===== src/ssbm_pkg.sv =====
`timescale 1ns / 1ps
// package for the sorted set batch merge block
// field widths, merge status codes and control structs; no dependencies
package ssbm_pkg;

  localparam int NEW_KEY_W      = 32;
  localparam int STORED_COUNT_W = 9;
  localparam int ADDED_COUNT_W  = 5;
  localparam int MERGE_STATUS_W = 2;

  typedef enum logic [MERGE_STATUS_W-1:0] {
    ST_MERGED   = 2'd0,
    ST_FULL     = 2'd1,
    ST_UNSORTED = 2'd2
  } merge_status_t;

  // state of the batch being collected
  typedef struct packed {
    logic unsorted;
    logic overflow;
  } batch_flags_t;

  // control broadcast to every cell of the chain
  typedef struct packed {
    logic insert;
  } cell_ctrl_t;

endpackage


===== src/ssbm_cell.sv =====
`timescale 1ns / 1ps
// one cell of the sorted key chain: holds one key, passes a token onward each cycle
// depends on ssbm_pkg
module ssbm_cell #(
  parameter int KEY_BITS = 32
) (
  input  logic                 clk,
  input  logic                 rst_n,
  input  ssbm_pkg::cell_ctrl_t ctrl,
  input  logic                 tok_valid_i,
  input  logic [KEY_BITS-1:0]  tok_key_i,
  input  logic                 tok_hit_i,
  output logic                 tok_valid_o,
  output logic [KEY_BITS-1:0]  tok_key_o,
  output logic                 tok_hit_o
);
  import ssbm_pkg::*;

  logic                valid_r, valid_nxt;
  logic [KEY_BITS-1:0] key_r, key_nxt;
  logic                tok_valid_r, tok_valid_nxt;
  logic [KEY_BITS-1:0] tok_key_r, tok_key_nxt;
  logic                tok_hit_r, tok_hit_nxt;

  always_comb begin
    valid_nxt     = valid_r;
    key_nxt       = key_r;
    tok_valid_nxt = tok_valid_i;
    tok_key_nxt   = tok_key_i;
    tok_hit_nxt   = tok_hit_i | (valid_r && tok_key_i == key_r);
    if (ctrl.insert && tok_valid_i) begin
      priority if (!valid_r) begin
        // first free cell takes the token
        valid_nxt     = 1'b1;
        key_nxt       = tok_key_i;
        tok_valid_nxt = 1'b0;
      end else if (tok_key_i == key_r) begin
        tok_valid_nxt = 1'b0;
      end else if (tok_key_i < key_r) begin
        // keep the smaller key, push the held one down the chain
        key_nxt     = tok_key_i;
        tok_key_nxt = key_r;
      end else begin
        // a larger token passes on untouched
        tok_key_nxt = tok_key_i;
      end
    end
  end

  always_ff @(posedge clk) begin
    if (!rst_n) begin
      valid_r     <= 1'b0;
      tok_valid_r <= 1'b0;
    end else begin
      valid_r     <= valid_nxt;
      tok_valid_r <= tok_valid_nxt;
    end
    key_r     <= key_nxt;
    tok_key_r <= tok_key_nxt;
    tok_hit_r <= tok_hit_nxt;
  end

  assign tok_valid_o = tok_valid_r;
  assign tok_key_o   = tok_key_r;
  assign tok_hit_o   = tok_hit_r;

endmodule


===== config.mk =====
export PLATFORM = sky130hd
export DESIGN_NAME = ssbm_cell
export DESIGN_NICKNAME = d
export VERILOG_FILES = /design/src/ssbm_pkg.sv /design/src/ssbm_cell.sv
export SDC_FILE = /design/constraint.sdc
export NUM_CORES = 1
export LEC_CHECK = 0
export BUFFER_PORTS_ARGS = -buffer_cell sky130_fd_sc_hd__buf_2
export CORE_UTILIZATION = 45
export DETAILED_ROUTE_END_ITERATION = 10
export GPL_TIMING_DRIVEN = 0
export PLACE_DENSITY_LB_ADDON = 0.1
export SYNTH_ARGS = -nofsm -noshare
export SYNTH_HDL_FRONTEND = slang
export SYNTH_SLANG_ARGS = --single-unit

===== constraint.sdc =====
create_clock -name clk -period 8.9 [get_ports clk]
set_clock_uncertainty 0.05 [all_clocks]
set_input_delay 0.445 -clock clk [delete_from_list [all_inputs] [get_ports clk]]
set_output_delay 0.445 -clock clk [all_outputs]
set_load 0.01 [all_outputs]

==> impl_metrics.env, run 1 <==
export IMPL_vias_per_cell=4.84
export IMPL_grt_first_pass_wirelength_mm=8.31
export IMPL_wl_per_cell_um=13.2
export IMPL_final_net_count=377
export IMPL_regArea_um2=1660
export IMPL_p_comb_share_pct=11.8
export IMPL_place_hpwl_mm=3.76
export IMPL_die_w_um=84.2
export IMPL_fillerInstances=561
export IMPL_drive_gt1_share_pct=38.8
export IMPL_leakage_uw=0.00170
export IMPL_antenna_found_initial=0
export IMPL_final_hold_violation_count=0
export IMPL_drtIter0Drc=40
export IMPL_worst_path_buf_inv=1
export IMPL_p_clk_share_pct=33.5
export IMPL_ir_drop_uv=96.9
export IMPL_antenna_cells=0
export IMPL_ant_nets=0
export IMPL_synth_top_area_cell="edfxtp_1"
export IMPL_dr_pass1_iters=7
export IMPL_yosysUniqueCellTypes=28
export IMPL_end_kind="flip-flop"
export IMPL_post_place_cells=374
export IMPL_rsz0062_at_grt="no"
export IMPL_hp_class="in -> reg"
export IMPL_start_util_pct=47.4
export IMPL_clk_path_buf_depth=2
export IMPL_cts_tree="done"
export IMPL_grt_pass1_vias=1820
export IMPL_fin_crit_ns=2.96
export IMPL_crit_type="reg -> reg"
export IMPL_tightest_slew_ns=0.786
export IMPL_synth_top_area_share_pct=31.6
export IMPL_violations="design-rule violations"
export IMPL_cts_buffers_inserted=9
export IMPL_worst_slack_ns=5.94
export IMPL_synth_seq_cells=67
export IMPL_finalCritPeriodShare_pct=33.2
export IMPL_placementRows=29
export IMPL_htreeDepth=3
export IMPL_maxSlewViolCount=0
export IMPL_max_freq_ghz=0.338
export IMPL_tns_ns=0
export IMPL_dp_slack_ns=5.67
export IMPL_place_port_buffers=70
export IMPL_layout_common_cells="70 x buf_2, 35 x dfxtp_1, 32 x inv_1, 32 x ha_1, 32 x edfxtp_1"
export IMPL_ys_seq_area_share_pct=54.6
export IMPL_post_cts_buffers=0
export IMPL_synth_area_leaders="edfxtp_1 32%, dfxtp_1 23%, mux2_4 15%"
export IMPL_cp_start_kind="flip-flop"
export IMPL_cp_top_family="simple AND/OR/NAND/NOR gates"
export IMPL_power_density_nw_per_um2=173
export IMPL_grt_overflow=0
export IMPL_num_vias=1883
export IMPL_cap_violations=0
export IMPL_syn_inst=227
export IMPL_p_sw_uw=149
export IMPL_stdcell_count=389
export IMPL_crit_chain="inv_1, ha_1, nand4_1, nor2_1, and2_0, o41a_1, o31ai_1, and3_2"
export IMPL_design_die_area_um2=7090
export IMPL_p_sw_share_pct=23.5
export IMPL_syn_area_um2=3040
export IMPL_crit_required_ns=8.81
export IMPL_die_h_um=84.2
export IMPL_final_common_cell="buf_2"
export IMPL_cpPeakStageDelay_ns=0.74
export IMPL_setup_viol=0
export IMPL_avgSynthCellArea_um2=13.4
export IMPL_synth_nets=296
export IMPL_critical_path_max_fanout=32
export IMPL_internal_power_uw=484
export IMPL_multiInputGateArea_um2=1230
export IMPL_gr_usage_all_layers_pct=15.8
export IMPL_yosys_warnings=0
export IMPL_pwr_share_seq_pct=54.7
export IMPL_holdBufCountCts=0
export IMPL_crit_slowest_cell="and3_2"
export IMPL_status="finished with violations"
export IMPL_drc_errors=10
export IMPL_syn_to_final_growth_pct=20.0
export IMPL_cts_resized=0
export IMPL_cts_root_buf="clkbuf_8"
export IMPL_routabilityCongestion=0.667
export IMPL_crit_arrival_ns=2.87
export IMPL_clock_sinks=67
export IMPL_grt_max_degree=33
export IMPL_core_area_um2=6420
export IMPL_ios=71
export IMPL_slew_headroom_pct=47.6
export IMPL_route_final_wire_length_mm=5.13
export IMPL_insertion_delay_ns=0.33
export IMPL_clk_pin_slew_ns=0.06
[power groups by stage]
| stage | clock network [uW] | registers, uW | logic [uW] |
|---|---|---|---|
| final | 212 | 346 | 74.7 |
| after global routing | 231 | 348 | 84.7 |
| after CTS | 218 | 347 | 76.2 |
| after detailed placement | 0 | 353 | 75.7 |
| after global placement | 0 | 353 | 74.7 |
| after floorplan | 0 | 358 | 40.4 |
[path summary, 6_finish.rpt]
kind | startpoint | endpoint | slack (ns) | cells after the start
hold reg to reg | key_r[17]$_DFFE_PP_ | tok_key_o[17]$_DFF_P_ | 0.45 | 1
setup reg to reg | key_r[13]$_DFFE_PP_ | key_r[0]$_DFFE_PP_ | 5.94 | 8
hold / removal | tok_hit_i | tok_hit_o$_DFF_P_ | 0.24 | 2
setup / recovery | key_r[13]$_DFFE_PP_ | key_r[0]$_DFFE_PP_ | 5.94 | 8
[through the flow]
stage | area, um2 | hold WS (ns) | total power (uW) | utilization (%)
finish | 3650 | 0.243 | 633 | 56.8
global route | 3650 | 0.242 | 663 | 56.8
CTS | 3650 | 0.229 | 640 | 56.8
detailed placement | 3490 | 0.437 | 429 | 54.3
global placement | 3490 | 0.434 | 428 | 54.3
floorplan | 3040 | 0.420 | 398 | -
[per-layer routing]
layer	vias up	wire (um)	track usage, %
li1	975	-	-
met1	850	2440	19.8
met2	48	2290	23.9
met3	10	279	5.60
met4	0	116	8.46
met5	-	0	0
[registers in the layout, indices dropped and copies added, names as in the netlist]
| signal | count |
|---|---|
| tok_key_o | 32 |
| tok_valid_o | 1 |
| valid_r | 1 |
| tok_hit_o | 1 |
| key_r | 32 |
[cell families after synthesis]
kind of cell / count (synthesis) / share of synthesized area (%)
AOI/OAI and AO/OA: 29 / 5.72
and+or+nand+nor: 32 / 5.88
DFF: 67 / 54.6
buffers and inverters: 35 / 5.06
muxes: 32 / 15.5
adders and majority gates: 32 / 13.2
[cell usage after synthesis]
cell type,instances
a2111oi_0,1
a211oi_1,1
a21o_1,1
a21oi_1,15
a21oi_2,1
a41o_1,1
and2_0,1
and3_1,1
buf_6,3
dfxtp_1,35
edfxtp_1,32
ha_1,32
inv_1,32
mux2_2,2
mux2_4,30
nand2_1,8
nand3_1,4
nand4_1,8
nor2_1,4
nor2b_1,3
nor3_1,1
nor4_1,1
nor4_4,1
o211ai_1,1
o21ai_0,5
o21ai_1,1
o31ai_1,1
o41a_1,1
[area by class of cell]
class                           instances  area share [%]
Buffer                                  3           0.926
Tap cell                               77            2.64
Timing Repair Buffer                   70            9.60
Inverter                               32            3.29
Multi-Input combinational cell        125            33.6
Clock inverter                          3           0.411
Sequential cell                        67            45.5
Clock buffer                           12            3.98
(Power assumes the default switching activity.)
==> run 2, diff against run 1 <==
clock period = 2.9 ns   (was 8.9 ns; I/O delays follow)
==> run 2 against run 1 <==
Compared with the run above: the run still ends with design-rule violations left; die area is the same; global-route usage grew 1.5 points; worst hold slack lost 0.23 ns; first-iteration DRC count grew 120%; clock power grew to 4.3 times the previous value; register-to-register slack lost 5.8 ns; sequential share of layout area shrank 5.5 points; routed wire length grew 11%; critical path depth grew 2.
==> impl_metrics.env, run 2 (synthesized netlist as in run 1, its figures left out) <==
export IMPL_status="finished with violations"
export IMPL_violations="design-rule violations"
export IMPL_ios=71
export IMPL_hold_end="tok_key_o[7]$_DFF_P_"
export IMPL_setup_viol=0
export IMPL_reg2reg_to="tok_key_o[12]$_DFF_P_"
export IMPL_drive_gt1_share_pct=36.3
export IMPL_start_util_pct=47.4
export IMPL_vias_per_cell=4.78
export IMPL_highest_layer="met4"
export IMPL_route_final_wire_length_mm=5.67
export IMPL_hp_start="tok_key_i[7]"
export IMPL_tightest_slew_ns=0.491
export IMPL_ant_nets=0
export IMPL_gr_usage_all_layers_pct=17.3
export IMPL_r2r_slack_ns=0.17
export IMPL_grt_overflow=0
export IMPL_startpoint="tok_key_i[11]"
export IMPL_finalCritPeriodShare_pct=96.2
export IMPL_wl_met1_mm=2.76
export IMPL_clock_sinks=67
export IMPL_dr_pass1_iters=9
export IMPL_place_port_buffers=70
export IMPL_placementRows=29
export IMPL_hp_class="in -> reg"
export IMPL_stdcell_count=430
export IMPL_crit_arrival_ns=2.97
export IMPL_grt_max_degree=33
export IMPL_crit_type="in -> reg"
export IMPL_cts_tree="done"
export IMPL_fin_crit_ns=2.79
export IMPL_leakage_uw=0.00190
export IMPL_antenna_found_initial=0
export IMPL_cts_root_buf="clkbuf_8"
export IMPL_wl_per_cell_um=13.2
export IMPL_insertion_delay_ns=0.34
export IMPL_dr_wl_met3_um=345
export IMPL_drtIter0Drc=87
export IMPL_tns_ns=0
export IMPL_min_path_cells=2
export IMPL_r2r_start="key_r[7]$_DFFE_PP_"
export IMPL_max_freq_ghz=0.358
export IMPL_routabilityCongestion=0.718
export IMPL_core_area_um2=6420
export IMPL_clk_path_buf_depth=2
export IMPL_final_common_cell="buf_2"
export IMPL_power_density_nw_per_um2=541
export IMPL_final_hold_violation_count=0
export IMPL_die_h_um=84.2
export IMPL_ir_drop_uv=358
export IMPL_crit_required_ns=3.08
export IMPL_htreeDepth=3
export IMPL_critical_path_max_fanout=10
export IMPL_num_vias=2055
export IMPL_die_w_um=84.2
export IMPL_cap_violations=0
export IMPL_slew_headroom_pct=67.0
export IMPL_r2r_cells=9
export IMPL_grt_first_pass_wirelength_mm=9.27
export IMPL_grt_pass1_vias=2001
export IMPL_dp_slack_ns=-0.143
export IMPL_cts_buffers_inserted=9
export IMPL_cp_start_kind="primary input"
export IMPL_clk_pin_slew_ns=0.07
export IMPL_design_die_area_um2=7090
export IMPL_place_hpwl_mm=3.76
export IMPL_end_kind="flip-flop"
export IMPL_layout_common_cells="70 x buf_2, 37 x dlygate4sd3_1, 35 x dfxtp_1"
export IMPL_wl_met2_mm=2.49
export IMPL_power_uw=2250
export IMPL_antenna_cells=0
export IMPL_worst_slack_ns=0.109
export IMPL_maxSlewViolCount=0
export IMPL_post_place_cells=374
export IMPL_rsz0062_at_grt="yes"
export IMPL_final_net_count=417
export IMPL_syn_to_final_growth_pct=36.4
export IMPL_drc_errors=10
## run 2: changes by cell type in the layout (fill, tap and decap cells not counted), sizes merged
cell,before,now
dlygate4sd3,0,37
buf,73,75
bufinv,0,2
clkinv,3,1
and3,1,2
clkinvlp,0,1
## run 2: what timing repair did
action                     in CTS  in global routing
setup endpoints to repair      32                 62
gates cloned                    0                  1
hold endpoints to repair       42                  1
resized for setup               1                  3
hold buffers                   36                  1
buffers inserted                0                  2
pin swaps                       0                  3
## run 2: report_power, final
group | internal (uW) | leakage, uW | switching [uW]
logic | 154 | 0.00119 | 125
registers | 1050 | 0.000594 | 17.2
clock network | 552 | 0.000116 | 353
## run 2: final cells by class
class                           instances  area (um2)
Multi-Input combinational cell        126        1250
Timing Repair Buffer                  109         748
Buffer                                  3        33.8
Clock inverter                          4        71.3
Clock buffer                           12         165
Sequential cell                        67        1660
Fill cell                             524        2270
Tap cell                               77        96.3
Inverter                               32         120
## run 2: worst max path at each step
stage,endpoint
floorplan,key_r[0]$_DFFE_PP_
global placement,key_r[24]$_DFFE_PP_
detailed placement,key_r[24]$_DFFE_PP_
CTS,key_r[13]$_DFFE_PP_
global route,tok_key_o[12]$_DFF_P_
finish,tok_key_o[12]$_DFF_P_
## run 2: through the flow
stage	util [%]	hold WS (ns)	instance area, um2
global route	64.6	0.00870	4150
floorplan	-	0.182	3040
global placement	54.3	0.277	3490
detailed placement	54.3	0.287	3490
CTS	63.7	0.000334	4090
finish	64.6	0.0159	4150
## run 2: critical path: stages
cell and delay [ns]:
dlygate4sd3_1 0.54, buf_2 0.14, ha_1 0.32, nand4_1 0.14, nor2_1 0.08, and2_0 0.13, o41a_1 0.47, nor4_4 0.43
buf_6 0.26, mux2_4 0.32
## run 2: metal layers
layer	vias up	GRT usage [%]
li1	1062	-
met1	934	21.3
met2	50	27.2
met3	9	5.80
met4	0	8.46
met5	-	0
==> run 3, diff against run 2 <==
CORE_ASPECT_RATIO = 0.7   (was default)
RECOVER_POWER = 50   (was default)
SETUP_SLACK_MARGIN = 0.4   (was default)
==> run 3 against run 2 <==
Compared with the run above: the flow now finishes without violations; combinational power is 7.5% higher; design area increased by 4.3%; sequential share of layout area decreased by 1.7 points; final cell count grew 6.5%; clock-buffer cell count rose by 1; fmax grew 6.8%; critical path depth fell by 1; flip-flop and latch count is the same; global-route usage is 1.0 points higher; non-clock buffer count grew 12; register-to-register slack gained 0.12 ns; via count grew 5.0%; critical endpoint is now key_r[28]$_DFFE_PP_.
==> impl_metrics.env, run 3 (synthesized netlist as in run 1, its figures left out) <==
export IMPL_min_path_cells=2
export IMPL_final_common_cell="clkbuf_1"
export IMPL_fin_crit_ns=2.61
export IMPL_dr_pass1_iters=4
export IMPL_reg2reg_to="key_r[28]$_DFFE_PP_"
export IMPL_routabilityCongestion=0.759
export IMPL_r2r_slack_ns=0.29
export IMPL_highest_layer="met4"
export IMPL_cpPeakStageDelay_ns=0.43
export IMPL_crit_chain="inv_1, ha_1, nand4_1, nor2_2, and2_0, o41a_1, buf_4, o31ai_4, and3_4"
export IMPL_ant_nets=0
export IMPL_grt_max_degree=12
export IMPL_clock_sinks=67
export IMPL_wl_per_cell_um=13.9
export IMPL_htreeDepth=3
export IMPL_insertion_delay_ns=0.34
export IMPL_final_hold_violation_count=0
export IMPL_vias_per_cell=4.71
export IMPL_hp_class="in -> reg"
export IMPL_cts_buffers_inserted=9
export IMPL_core_area_um2=6370
export IMPL_final_net_count=431
export IMPL_placementRows=24
export IMPL_slew_headroom_pct=79.8
export IMPL_tightest_slew_ns=0.300
export IMPL_power_density_nw_per_um2=489
export IMPL_maxSlewViolCount=0
export IMPL_placed_area_um2=3510
export IMPL_cts_root_buf="clkbuf_8"
export IMPL_syn_to_final_growth_pct=42.4
export IMPL_layout_common_cells="67 x clkbuf_1, 39 x dlygate4sd3_1, 35 x dfxtp_1, 32 x edfxtp_1, 30 x mux2_4"
export IMPL_route_final_wire_length_mm=6.35
export IMPL_drtIter0Drc=64
export IMPL_design_die_area_um2=7100
export IMPL_place_hpwl_mm=3.80
export IMPL_crit_type="reg -> reg"
export IMPL_clk_pin_slew_ns=0.07
export IMPL_grt_first_pass_wirelength_mm=9.66
export IMPL_drive_gt1_share_pct=23.4
export IMPL_cp_start_kind="flip-flop"
export IMPL_clk_path_buf_depth=2
export IMPL_dr_wl_met3_um=295
export IMPL_crit_required_ns=2.89
export IMPL_start_util_pct=47.8
export IMPL_critical_path_max_fanout=8
export IMPL_num_vias=2158
export IMPL_cap_violations=0
export IMPL_final_area_um2=4330
export IMPL_place_port_buffers=70
export IMPL_grt_overflow=0
export IMPL_finish_utilization_pct=68.0
export IMPL_leakage_uw=0.00181
export IMPL_crit_arrival_ns=2.60
export IMPL_wl_met2_mm=2.73
export IMPL_grt_pass1_vias=2046
export IMPL_drc_errors=0
export IMPL_crit_slowest_cell="o41a_1"
export IMPL_finalCritPeriodShare_pct=90.1
export IMPL_ios=71
export IMPL_r2r_cells=9
export IMPL_status="finished clean"
export IMPL_gr_usage_all_layers_pct=18.3
export IMPL_max_freq_ghz=0.383
export IMPL_antenna_cells=0
export IMPL_die_h_um=70.8
export IMPL_r2r_start="key_r[12]$_DFFE_PP_"
export IMPL_hold_end="tok_key_o[4]$_DFF_P_"
export IMPL_end_kind="flip-flop"
export IMPL_hp_start="tok_key_i[4]"
export IMPL_tns_ns=0
export IMPL_die_w_um=100
export IMPL_cts_tree="done"
export IMPL_startpoint="key_r[12]$_DFFE_PP_"
export IMPL_setup_viol=0
export IMPL_ir_drop_uv=285
export IMPL_rsz0062_at_grt="yes"
export IMPL_antenna_found_initial=0
export IMPL_wl_met1_mm=3.24
==> run 3: what timing repair did <==
item,4_1_cts,5_1_grt
hold buffers,39,0
endpoints found under the hold margin,37,0
buffers inserted,2,7
gates cloned,3,3
pin swaps,6,9
setup endpoints to repair,64,64
gates resized for setup,14,16
==> run 3: how the worst max path moves through the flow <==
stage	end	depth (start not counted)	slack [ns]
4_1_cts	tok_key_o[28]$_DFF_P_	10	0.24
5_1_grt	key_r[20]$_DFFE_PP_	9	0.18
3_3_place_gp	key_r[5]$_DFFE_PP_	8	0.15
6_report	key_r[28]$_DFFE_PP_	9	0.29
2_1_floorplan	tok_key_o[10]$_DFF_P_	9	0.41
3_5_place_dp	key_r[5]$_DFFE_PP_	8	0.11
==> run 3: power breakdown <==
group | internal (uW) | switching [uW] | leakage, uW
Combinational | 158 | 141 | 0.00112
Sequential | 1050 | 18.4 | 0.000594
Clock | 418 | 336 | 0.0000951
==> run 3: critical path: cells and delay by family, from the launching register on <==
kind,cells,cell delay [ns]
buffers and inverters,2,0.24
DFF,1,0.39
AOI/OAI and AO/OA,2,0.68
adders and majority gates,1,0.22
and+or+nand+nor,4,0.73
==> run 3: cell type report <==
| type | count | area (um2) |
|---|---|---|
| Tap cell | 91 | 114 |
| Fill cell | 522 | 2040 |
| Buffer | 3 | 60.1 |
| Clock inverter | 3 | 38.8 |
| Timing Repair Buffer | 121 | 807 |
| Clock buffer | 13 | 149 |
| Sequential cell | 67 | 1660 |
| Inverter | 32 | 120 |
| Multi-Input combinational cell | 128 | 1380 |
==> run 3: stage by stage <==
stage          total power, uW  setup WS, ns  hold slack [ns]  instances
2_1_floorplan             1220         0.410            0.182        227
3_3_place_gp              1310         0.151            0.276        388
3_5_place_dp              1320         0.111            0.281        388
4_1_cts                   2130         0.239          0.00164        448
5_1_grt                   2210         0.183           0.0399        458
6_report                  2120         0.288           0.0444        458
==> run 3: routing by layer <==
metal	vias up	GRT usage, %
met1	996	23.9
met3	10	6.42
met2	57	28.0
met5	-	0
li1	1095	-
met4	0	6.92
