**src/ssbm_pkg.sv**
```systemverilog
`timescale 1ns / 1ps
// package for the sorted set batch merge block
// field widths, merge status codes and control structs; no dependencies
package ssbm_pkg;

  localparam int NEW_KEY_W      = 32;
  localparam int STORED_COUNT_W = 9;
  localparam int ADDED_COUNT_W  = 5;
  localparam int MERGE_STATUS_W = 2;

  typedef enum logic [MERGE_STATUS_W-1:0] {
    ST_MERGED   = 2'd0,
    ST_FULL     = 2'd1,
    ST_UNSORTED = 2'd2
  } merge_status_t;

  // state of the batch being collected
  typedef struct packed {
    logic unsorted;
    logic overflow;
  } batch_flags_t;

  // control broadcast to every cell of the chain
  typedef struct packed {
    logic insert;
  } cell_ctrl_t;

endpackage

```
**src/ssbm_ram.sv**
```systemverilog
`timescale 1ns / 1ps
// generic single write port, single read port ram with registered read
// no dependencies
module ssbm_ram #(
  parameter int WIDTH = 32,
  parameter int DEPTH = 16
) (
  input  logic                                  clk,
  input  logic                                  wr_en,
  input  logic [(DEPTH > 1 ? $clog2(DEPTH) : 1)-1:0] wr_addr,
  input  logic [WIDTH-1:0]                      wr_data,
  input  logic [(DEPTH > 1 ? $clog2(DEPTH) : 1)-1:0] rd_addr,
  output logic [WIDTH-1:0]                      rd_data
);

  logic [WIDTH-1:0] mem [DEPTH];
  logic [WIDTH-1:0] rd_data_r;

  always_ff @(posedge clk) begin
    if (wr_en) begin
      mem[wr_addr] <= wr_data;
    end
    rd_data_r <= mem[rd_addr];
  end

  assign rd_data = rd_data_r;

endmodule

```
**src/ssbm_batch.sv**
```systemverilog
`timescale 1ns / 1ps
// batch collector: buffers keys in a ram, tracks fill, ordering and overflow
// depends on ssbm_pkg and ssbm_ram
module ssbm_batch #(
  parameter int BATCH_DEPTH = 16,
  parameter int KEY_BITS    = 32
) (
  input  logic                                      clk,
  input  logic                                      rst_n,
  input  logic                                      take,
  input  logic [KEY_BITS-1:0]                       key,
  input  logic                                      clear,
  input  logic [(BATCH_DEPTH > 1 ? $clog2(BATCH_DEPTH) : 1)-1:0] rd_addr,
  output logic [KEY_BITS-1:0]                       rd_data,
  output logic [$clog2(BATCH_DEPTH+2)-1:0]          fill,
  output ssbm_pkg::batch_flags_t                    flags
);
  import ssbm_pkg::*;

  localparam int BW = $clog2(BATCH_DEPTH + 2);
  localparam int AW = BATCH_DEPTH > 1 ? $clog2(BATCH_DEPTH) : 1;

  logic [BW-1:0]       fill_r, fill_nxt;
  logic                unsorted_r, unsorted_nxt;
  logic [KEY_BITS-1:0] prev_r, prev_nxt;
  logic                wr_en;

  always_comb begin
    fill_nxt     = fill_r;
    unsorted_nxt = unsorted_r;
    prev_nxt     = prev_r;
    wr_en        = 1'b0;
    if (clear) begin
      fill_nxt     = '0;
      unsorted_nxt = 1'b0;
    end else if (take) begin
      if (fill_r != '0 && key <= prev_r) begin
        unsorted_nxt = 1'b1;
      end
      prev_nxt = key;
      if (fill_r < BW'(BATCH_DEPTH)) begin
        wr_en    = 1'b1;
        fill_nxt = fill_r + 1'b1;
      end else begin
        // keys past the buffer are dropped, the batch is marked overflowed
        fill_nxt = BW'(BATCH_DEPTH + 1);
      end
    end
  end

  always_ff @(posedge clk) begin
    if (!rst_n) begin
      fill_r     <= '0;
      unsorted_r <= 1'b0;
    end else begin
      fill_r     <= fill_nxt;
      unsorted_r <= unsorted_nxt;
    end
    prev_r <= prev_nxt;
  end

  ssbm_ram #(
    .WIDTH (KEY_BITS),
    .DEPTH (BATCH_DEPTH)
  ) u_buf (
    .clk     (clk),
    .wr_en   (wr_en),
    .wr_addr (fill_r[AW-1:0]),
    .wr_data (key),
    .rd_addr (rd_addr),
    .rd_data (rd_data)
  );

  assign fill           = fill_r;
  assign flags.unsorted = unsorted_r;
  assign flags.overflow = fill_r > BW'(BATCH_DEPTH);

endmodule

```
**config.mk**
```make
export PLATFORM = sky130hd
export DESIGN_NAME = ssbm_batch
export DESIGN_NICKNAME = d
export VERILOG_FILES = /design/src/ssbm_pkg.sv /design/src/ssbm_ram.sv /design/src/ssbm_batch.sv
export SDC_FILE = /design/constraint.sdc
export NUM_CORES = 1
export LEC_CHECK = 0
export ABC_AREA = 1
export BUFFER_PORTS_ARGS = -buffer_cell sky130_fd_sc_hd__buf_2
export CAP_MARGIN = 20
export CORE_AREA = 3 3 225 227
export DETAILED_ROUTE_END_ITERATION = 12
export DIE_AREA = 0 0 228 230
export PLACE_DENSITY_LB_ADDON = 0.08
export SETUP_SLACK_MARGIN = 0.4
export SYNTH_ARGS = -nofsm -noshare
export SYNTH_HDL_FRONTEND = slang
export SYNTH_SLANG_ARGS = --single-unit
```
**constraint.sdc**
```tcl
create_clock -name clk -period 2.85 [get_ports clk]
set_input_delay 0.57 -clock clk [delete_from_list [all_inputs] [get_ports clk]]
set_output_delay 0.57 -clock clk [all_outputs]
set_load 0.01 [all_outputs]
```
==> out/summary.txt, run 1 <==
Netlist cell types = 28
Multi-input logic area = 5050 sq um
Synthesized flop and latch total = 582
Slowest cell on crit path = dfxtp_1
Final HPWL DP = 30,800 um
Die area = 52,400 sq um
Vias per std cell = 5.39
Maximum capacitance violations = 0
1st-pass router iterations = 5
P per Cell Area = 672 nW/um^2
Via count of the first global-routing pass = 13,000
Async SR Flop Fraction = 0%
Required time worst endpoint = 2280 ps
Global-route wire length before repair = 83,600 um
Via count = 13,200
Crit path max fanout = 6
Htree depth = 2
RSZ-0062 raised after global routing = false
Core area = 48,800 sq um
Crit. End Element = output port
Fillers = 4,060
Port bufs = 78
Pins Over Slew Limit = 0
Clock Path Buffers = 3
Die width = 228 um
Min cycle time layout = 2280 ps
# rows = 81
I/O Pins = 79
Root Buffer = clkbuf_16
Clock Latency Late Sink = 610 ps
Layout Skew = 18.9 ps
Status = finished, final reports clean
Crit path cell chain = inv_1 > ha_1 > a21oi_1 > buf_2
Crit path kind = reg2out
Placed Instance Area = 25,000 sq um
Sequential area share after synthesis = 73.2%
GPL Wtd Cong = 0.766
Sequential standard cell area = 17,100 sq um
NumNets Final = 1,816
Post-CTS Resized = 0
CTS tree = done
Hold Path Class = in2reg
Total GRT Usage = 21.1%
Peak supply drop = 0.459 mV
Fin crit share = 79.8%
Final Power = 18.1 mW
Most used DFF post-synth = edfxtp_1
Setup TNS = 0 ps
Relative slew margins = 60.4%
Largest net degree at the start of global routing = 78
Clk sinks = 582
Post-CTS Hold Fix Bufs = 0
Number of flops mapped to enable cells by yosys = 544
# DRC = 0
Mapped Avg Cell Area = 14.4 sq um
Finished Core Util = 55.0%
Worst-Margin Slew = 594 ps
Proportion of layout cells with a drive suffix above 1 = 16.4%
Most frequent cells in the layout = edfxtp_1, a21oi_1, inv_1
Crit start category = register
Detailed Route Iter0 Violations = 1,076
Yosys warnings = 0
Leakage power = 9.76 nW
Antenna violations before repair = 0
Delay of the slowest cell on the worst path = 440 ps
Final Setup Violations = 0
Ant diodes = 0
TritonCTS Buffers = 61
Area Overhead vs Synth = 15.1%
Antenna viol nets, final = 0
Syn Nets = 1,694
Hold Vio Cnt, Final = 0
Cells after Synth = 1,618
Grt total ovfl = 0
Detailed-route wire length per cell = 22.5 um
Clk slew on worst S/H paths = 50 ps
Critical path data arrival time = 1710 ps
Setup Fix Bufs, Post-CTS = 0
Commonest non-fill, non-tap cell in the layout = edfxtp_1
Fin area = 26,900 sq um
Fmax = 439 MHz
Die height = 230 um
Total Wirelength = 55,200 um
Initial Utilization = 47.8%
Cell Area, Synth = 23,400 sq um
==> flip-flops by register name, indices dropped and copies added (netlist names) <==
name and flops:
prev_r 32, u_buf.rd_data 32, unsorted_r 1, u_buf.mem 512, fill 5
==> synthesized netlist by cell type, types with 2 or more instances <==
cell,count,area [sq um]
nor2_1,33,124
o21a_1,2,15.0
ha_1,36,450
mux2i_1,128,1280
a21oi_1,146,731
buf_2,9,45.0
dfxtp_1,38,761
buf_4,9,67.6
nand3_1,52,260
nand4_1,2,12.5
buf_12,6,120
nor3_1,2,10.0
buf_1,5,18.8
inv_2,3,11.3
clkbuf_1,49,184
buf_6,8,90.1
o21ai_0,78,390
buf_8,6,90.1
o21ai_1,71,355
nand2_1,80,300
inv_1,135,507
edfxtp_1,544,16300
clkinv_2,43,215
o211ai_1,128,961
a21o_1,2,15.0
==> cell families (layout without fill, tap and decap cells) <==
kind of cell    Yosys count  after routing  synth area share [%]
compound gates          428            428                  10.6
simple gates            171            171                  3.08
buf+inv                 273            442                  5.77
flops                   582            582                  73.2
mux                     128            128                  5.48
fa+ha+maj                36             36                  1.93
==> per-layer routing <==
metal | part of all wire (%) | GRT usage [%] | up-vias
li1 | - | - | 6234
met1 | 46 | 29.5 | 6626
met2 | 49 | 35.1 | 281
met3 | 3.8 | 2.82 | 64
met4 | 1.9 | 5.52 | 0
met5 | 0 | 0 | -
==> area by class of cell <==
| cell class | count | area share (%) |
|---|---|---|
| Sequential cell | 582 | 63.6 |
| Multi-Input combinational cell | 763 | 18.8 |
| Clock buffer | 78 | 6.07 |
| Timing Repair Buffer | 151 | 4.80 |
| Tap cell | 664 | 3.09 |
| Inverter | 181 | 2.74 |
| Clock inverter | 32 | 0.935 |
==> metrics by stage <==
step	hold WS (ps)	cells	worst slack, ps
after global routing	266	2451	513
after floorplan	429	1618	27.1
final	253	2451	575
after global placement	515	2341	555
after detailed placement	517	2341	546
after CTS	213	2451	540
==> critical path: cells and delay by family, from the launching register on <==
| family | cells | cell delay [ps] |
|---|---|---|
| compound gates | 1 | 150 |
| fa+ha+maj | 1 | 250 |
| buf+inv | 2 | 260 |
| flops | 1 | 440 |
==> final timing paths <==
check | slack [ps] | startpoint | cells after the start | to
worst min-delay path | 250 | take | 2 | fill[0]
worst max register to register | 1010 | fill[0] | 5 | u_buf.mem[0][8]
worst min register to register | 520 | fill[4] | 2 | fill[4]
worst max-delay path | 570 | fill[0] | 4 | flags[0]
==> report_power, final <==
group	switching (mW)	internal, mW	total (mW)
Clock	3.16	4.37	7.53
Combinational	0.705	0.357	1.06
Sequential	0.0282	9.45	9.48
Total	3.89	14.2	18.1
Note: power is estimated with default switching activity, not from simulation.
==> inputs of run 2 (changes only) <==
- clock period: 2.85 -> 2.25 ns (I/O delays scaled with it)
==> run 2 against run 1 <==
  * Global-route usage increased by 1.1 points
  * Total power increased by 26%
  * Critical endpoint unchanged
  * Largest cell class unchanged
  * Highest routed layer unchanged
  * Via count increased by 1.7%
==> out/summary.txt, run 2 (same netlist as run 1, synthesis figures left out) <==
Peak supply drop = 0.622 mV (+36%)
RSZ-0062 raised after global routing = true
Leakage power = 9.87 nW (+1.2%)
Crit. End Element = output port
Clock Latency Late Sink = 610 ps (about the same)
Clk sinks = 582 (unchanged)
Layout Skew = 13.4 ps (-5.50 ps)
Required time worst endpoint = 1800 ps (-480 ps)
Proportion of layout cells with a drive suffix above 1 = 18.7% (+2.3 points)
Area Overhead vs Synth = 16.4%
Min cycle time layout = 1860 ps
Reg2Reg Launch Point = prev_r[13]
Port bufs = 78 (unchanged)
Detailed Route Iter0 Violations = 1,041 (-3.3%)
R2R depth = 11 (+6)
Largest net degree at the start of global routing = 69 (-12%)
Fillers = 4,013 (-1.2%)
P per Cell Area = 836 nW/um^2 (+24%)
Reg2reg end = unsorted_r
Root Buffer = clkbuf_16
Worst-Margin Slew = 655 ps (+61.2 ps)
CTS tree = done
Detailed-route wire length per cell = 23.4 um (+4.0%)
Maximum capacitance violations = 0 (unchanged)
Commonest non-fill, non-tap cell in the layout = edfxtp_1
TritonCTS Buffers = 59 (-3.3%)
Clock Path Buffers = 3 (unchanged)
Global-route wire length before repair = 86,600 um (+3.6%)
Hold endpoint = fill[0]
NumNets Final = 1,833 (+0.94%)
Clk slew on worst S/H paths = 60 ps (about the same)
Final HPWL DP = 32,700 um (+6.2%)
Crit path kind = reg2out
Relative slew margins = 56.3% (-4.1 points)
WHS Path Cells = 2 (unchanged)
GPL Wtd Cong = 0.800 (+4.5%)
Pins Over Slew Limit = 0 (unchanged)
Initial Utilization = 47.8% (unchanged)
Hold Path Class = in2reg
Crit path max fanout = 2 (-4)
Htree depth = 2 (unchanged)
Die height = 230 um (unchanged)
Min-delay src = take
Die area = 52,400 sq um (unchanged)
Crit start category = register
Fin area = 27,200 sq um (+1.1%)
Vias per std cell = 5.43 (+0.88%)
Antenna viol nets, final = 0 (unchanged)
Max reg flops = 512 (unchanged)
Die width = 228 um (unchanged)
Antenna violations before repair = 1 (+1)
# DRC = 0 (unchanged)
Status = finished, final reports clean
Most frequent cells in the layout = edfxtp_1, a21oi_1, inv_1
Placed Instance Area = 25,200 sq um (+0.73%)
Fin crit share = 82.4%
Final Power = 22.7 mW (+26%)
Reg-to-reg slack, setup = 450 ps (-560 ps)
Critical path data arrival time = 1410 ps (-300 ps)
Final Setup Violations = 0 (unchanged)
# rows = 81 (unchanged)
Fmax = 539 MHz
Grt total ovfl = 0 (unchanged)
Core area = 48,800 sq um (unchanged)
Most flop-heavy register = u_buf.mem
Via count of the first global-routing pass = 13,400 (+2.9%)
Hold Vio Cnt, Final = 0 (unchanged)
Total GRT Usage = 22.1% (+1.1 points)
Total Wirelength = 57,800 um (+4.8%)
Via count = 13,400 (+1.7%)
I/O Pins = 79 (unchanged)
1st-pass router iterations = 5 (unchanged)
## run 2: cell types whose count changed in the layout (fill, tap and decap cells not counted), moves of 3 or more
| cell | delta |
|---|---|
| buf_4 | +12 |
| clkinv_1 | -10 |
| clkbuf_8 | +9 |
| clkbuf_1 | +8 |
| nand2_1 | -8 |
| buf_12 | +7 |
| nand2_2 | +7 |
| a21oi_1 | -4 |
| dfxtp_1 | -4 |
| a21oi_2 | +3 |
| bufinv_16 | -3 |
| nor2_1 | -3 |
## run 2: layer usage
metal	GRT usage (%)	up-vias	part of all wire (%)
met2	36.2	328	48
met3	3.04	109	4.6
met4	7.46	0	3.0
met1	30.8	6708	45
li1	-	6279	-
met5	0	-	0
## run 2: area by class of cell
type	instances	area (sq um)	area share, %
antenna	1	2.50	0.00920
clock buffer	93	1740	6.39
clock inverter	16	97.6	0.359
inverter	181	741	2.72
multi-input combinational	763	5160	19.0
sequential	582	17100	62.9
tap	664	831	3.06
timing repair buffer	170	1520	5.59
## run 2: worst max path at each step
stage,start,to,cells after the start
3_3_place_gp,key[13],unsorted_r,11
3_5_place_dp,key[14],unsorted_r,11
5_1_grt,prev_r[13],unsorted_r,12
4_1_cts,fill[1],flags[0],4
6_report,fill[0],flags[0],4
2_1_floorplan,clear,u_buf.mem[12][0],3
## run 2: worst max-delay path, cell delays in order (launching register included)
cell and delay (ps):
dfxtp_4 360, inv_4 40, ha_4 150, a21oi_2 100, buf_2 140
## run 2: report_power, final
group / total, mW / switching (mW) / internal (mW)
Clock: 9.31 / 3.94 / 5.37
Combinational: 1.41 / 0.931 / 0.482
Sequential: 12.0 / 0.0400 / 12.0
## run 2: repair_timing
action,in CTS,in global routing
pin swaps,4,3
setup buffers,5,2
setup endpoints to repair,13,396
gates resized for setup,23,12
hold buffers,0,0
## run 2: stage by stage
| step | hold WS, ps | std cells | util (%) | TNS [ps] | setup slack, ps |
|---|---|---|---|---|---|
| after floorplan | 429 | 1618 | - | 0 | 109 |
| after global placement | 535 | 2353 | 51.6 | -214 | -214 |
| after detailed placement | 530 | 2353 | 51.6 | -172 | -172 |
| after CTS | 74.0 | 2467 | 55.5 | 0 | 358 |
| after global routing | 116 | 2469 | 55.7 | 0 | 327 |
| final | 118 | 2470 | 55.7 | 0 | 395 |
==> inputs of run 3 (changes only) <==
- clock period: 2.25 -> 1.7 ns (I/O delays scaled with it)
==> run 3 against run 2 <==
  * The flow now finishes with violations (setup timing)
  * Core utilization grew 6.6 points
  * Design area grew 12%
  * Final cell count grew 6.0%
  * Critical path depth is the same
  * Total power grew 39%
  * Worst hold slack lost 54 ps
  * Sequential share of layout area shrank 6.6 points
  * Die area is the same
  * Register-to-register slack lost 510 ps
  * Clock power grew 46%
  * Sequential power grew 33%
  * First-iteration DRC count grew 49%
  * Highest routed layer unchanged
==> out/summary.txt, run 3 (same netlist as run 1, synthesis figures left out) <==
Status = finished with violations
Failing checks = setup timing
Commonest non-fill, non-tap cell in the layout = edfxtp_1
Clk slew on worst S/H paths = 60 ps (about the same)
Crit start category = register
# DRC = 0 (unchanged)
Clk sinks = 582 (unchanged)
Reg-to-reg slack, setup = -60 ps (-510 ps)
GPL Wtd Cong = 0.762 (-4.8%)
Crit path cell chain = inv_4 > ha_4 > a21oi_2 > buf_2
Maximum capacitance violations = 0 (unchanged)
Worst-Margin Slew = 357 ps (-298 ps)
Final Setup Violations = 85 (+85)
Initial Utilization = 47.8% (unchanged)
Relative slew margins = 76.2% (+20 points)
Placed Instances = 2,396 (+1.8%)
1st-pass router iterations = 5 (unchanged)
TritonCTS Buffers = 60 (+1.7%)
Vias per std cell = 5.55 (+2.1%)
Critical path data arrival time = 1490 ps (+80 ps)
I/O Pins = 79 (unchanged)
Fmax = 546 MHz
Most frequent cells in the layout = edfxtp_1, a21oi_1, mux2i_1, o211ai_1, inv_1
CTS tree = done
Peak supply drop = 0.907 mV (+46%)
Crit-path leading delay family = flip-flops
NumNets Final = 1,981 (+8.1%)
WHS = 63.4 ps (-54.4 ps)
Crit. End Element = output port
Delay of the slowest cell on the worst path = 360 ps (about the same)
Max reg flops = 512 (unchanged)
Antenna violations before repair = 0 (-1)
Hold Path Class = in2reg
Ant diodes = 0 (-1)
P per Cell Area = 1040 nW/um^2 (+24%)
Final HPWL DP = 33,800 um (+3.4%)
Final WS setup = -131 ps (-526 ps)
Via count of the first global-routing pass = 13,600 (+1.4%)
RSZ-0062 raised after global routing = true
Crit path kind = reg2out
# rows = 81 (unchanged)
Global-route wire length before repair = 90,700 um (+4.7%)
Area Overhead vs Synth = 30.1%
Layout Cells excl Fill = 2,619 (+6.0%)
Htree depth = 2 (unchanged)
Largest net degree at the start of global routing = 53 (-23%)
Proportion of layout cells with a drive suffix above 1 = 27.8% (+9.0 points)
Min cycle time layout = 1830 ps
Core area = 48,800 sq um (unchanged)
Hold Vio Cnt, Final = 0 (unchanged)
Total Wirelength = 68,000 um (+18%)
Leakage power = 11.3 nW (+14%)
Detailed Route Iter0 Violations = 1,553 (+49%)
Via count = 14,500 (+8.3%)
Slowest cell on crit path = dfxtp_2
Most flop-heavy register = u_buf.mem
Clock Latency Late Sink = 610 ps (about the same)
Clock Path Buffers = 3 (unchanged)
Crit path max fanout = 3 (+1)
Detailed-route wire length per cell = 26.0 um (+11%)
Total GRT Usage = 23.3% (+1.2 points)
Die area = 52,400 sq um (unchanged)
Buffers and inverters on the worst path = 2 (unchanged)
Pins Over Slew Limit = 0 (unchanged)
Root Buffer = clkbuf_16
Port bufs = 78 (unchanged)
Die height = 230 um (unchanged)
Fin crit share = 108%
Layout Skew = 17.2 ps (+3.80 ps)
Required time worst endpoint = 1360 ps (-440 ps)
Die width = 228 um (unchanged)
Antenna viol nets, final = 0 (unchanged)
Grt total ovfl = 0 (unchanged)
## run 3: changes by cell type in the layout (fill, tap and decap cells not counted), moves of 6 or more
cell	change
clkinvlp_4	+6
buf_16	+17
nand2_1	-6
buf_4	+13
buf_6	+51
buf_8	+12
buf_12	+41
buf_2	-17
dfxtp_2	+13
clkbuf_16	+29
clkinv_2	+7
bufinv_16	+6
dfxtp_1	-15
clkbuf_1	-13
## run 3: path summary, 6_finish.rpt
path / start / end / cells past startpoint
setup / recovery: fill[0] / flags[0] / 4
hold / removal: rst_n / fill[0] / 5
setup reg to reg: fill[1] / u_buf.mem[15][9] / 8
hold reg to reg: unsorted_r / unsorted_r / 2
## run 3: metrics by stage
stage	cell area (sq um)	worst slack, ps	power (mW)	setup TNS, ps	utilization [%]
6_report	30400	-131	31.6	-2670	62.2
3_5_place_dp	25700	-651	18.1	-27590	52.5
3_3_place_gp	25700	-637	18.1	-26380	52.5
2_1_floorplan	23500	-79.3	17.2	-34910	-
4_1_cts	28700	-108	31.7	-1020	58.8
5_1_grt	30400	-165	32.6	-5910	62.2
## run 3: power by group
group          internal [mW]  switching [mW]
clock                   8.09            5.48
sequential              15.8          0.0624
combinational          0.844            1.30
## run 3: metal layers
layer / track usage (%) / share of wire (%) / up-vias / wire length (um)
met5: 0 / 0 / - / 0
met4: 6.08 / 3.4 / 0 / 2300
met3: 2.99 / 6.3 / 125 / 4300
met2: 38.1 / 47 / 488 / 31700
met1: 33.4 / 44 / 7319 / 29700
li1: - / - / 6600 / -
## run 3: repair_timing
action	CTS	global route
buffers inserted	36	21
setup endpoints to repair	552	554
hold buffers	1	0
pin swaps	16	30
hold endpoints to repair	2	0
resized for setup	82	137
gates cloned	15	38
## run 3: cell type report
type	count	area, sq um
repair buffers	317	4310
clock inverters	30	334
clock buffers	82	1720
fillers	3664	18400
multi-input cells	763	5340
inverters	181	741
flip-flops and latches	582	17100
well taps	664	831
## run 3: tightest hold or removal path: cells and delay by family
family,cells,cell delay [ps]
buf+inv,2,130
compound gates,2,110
simple gates,1,50
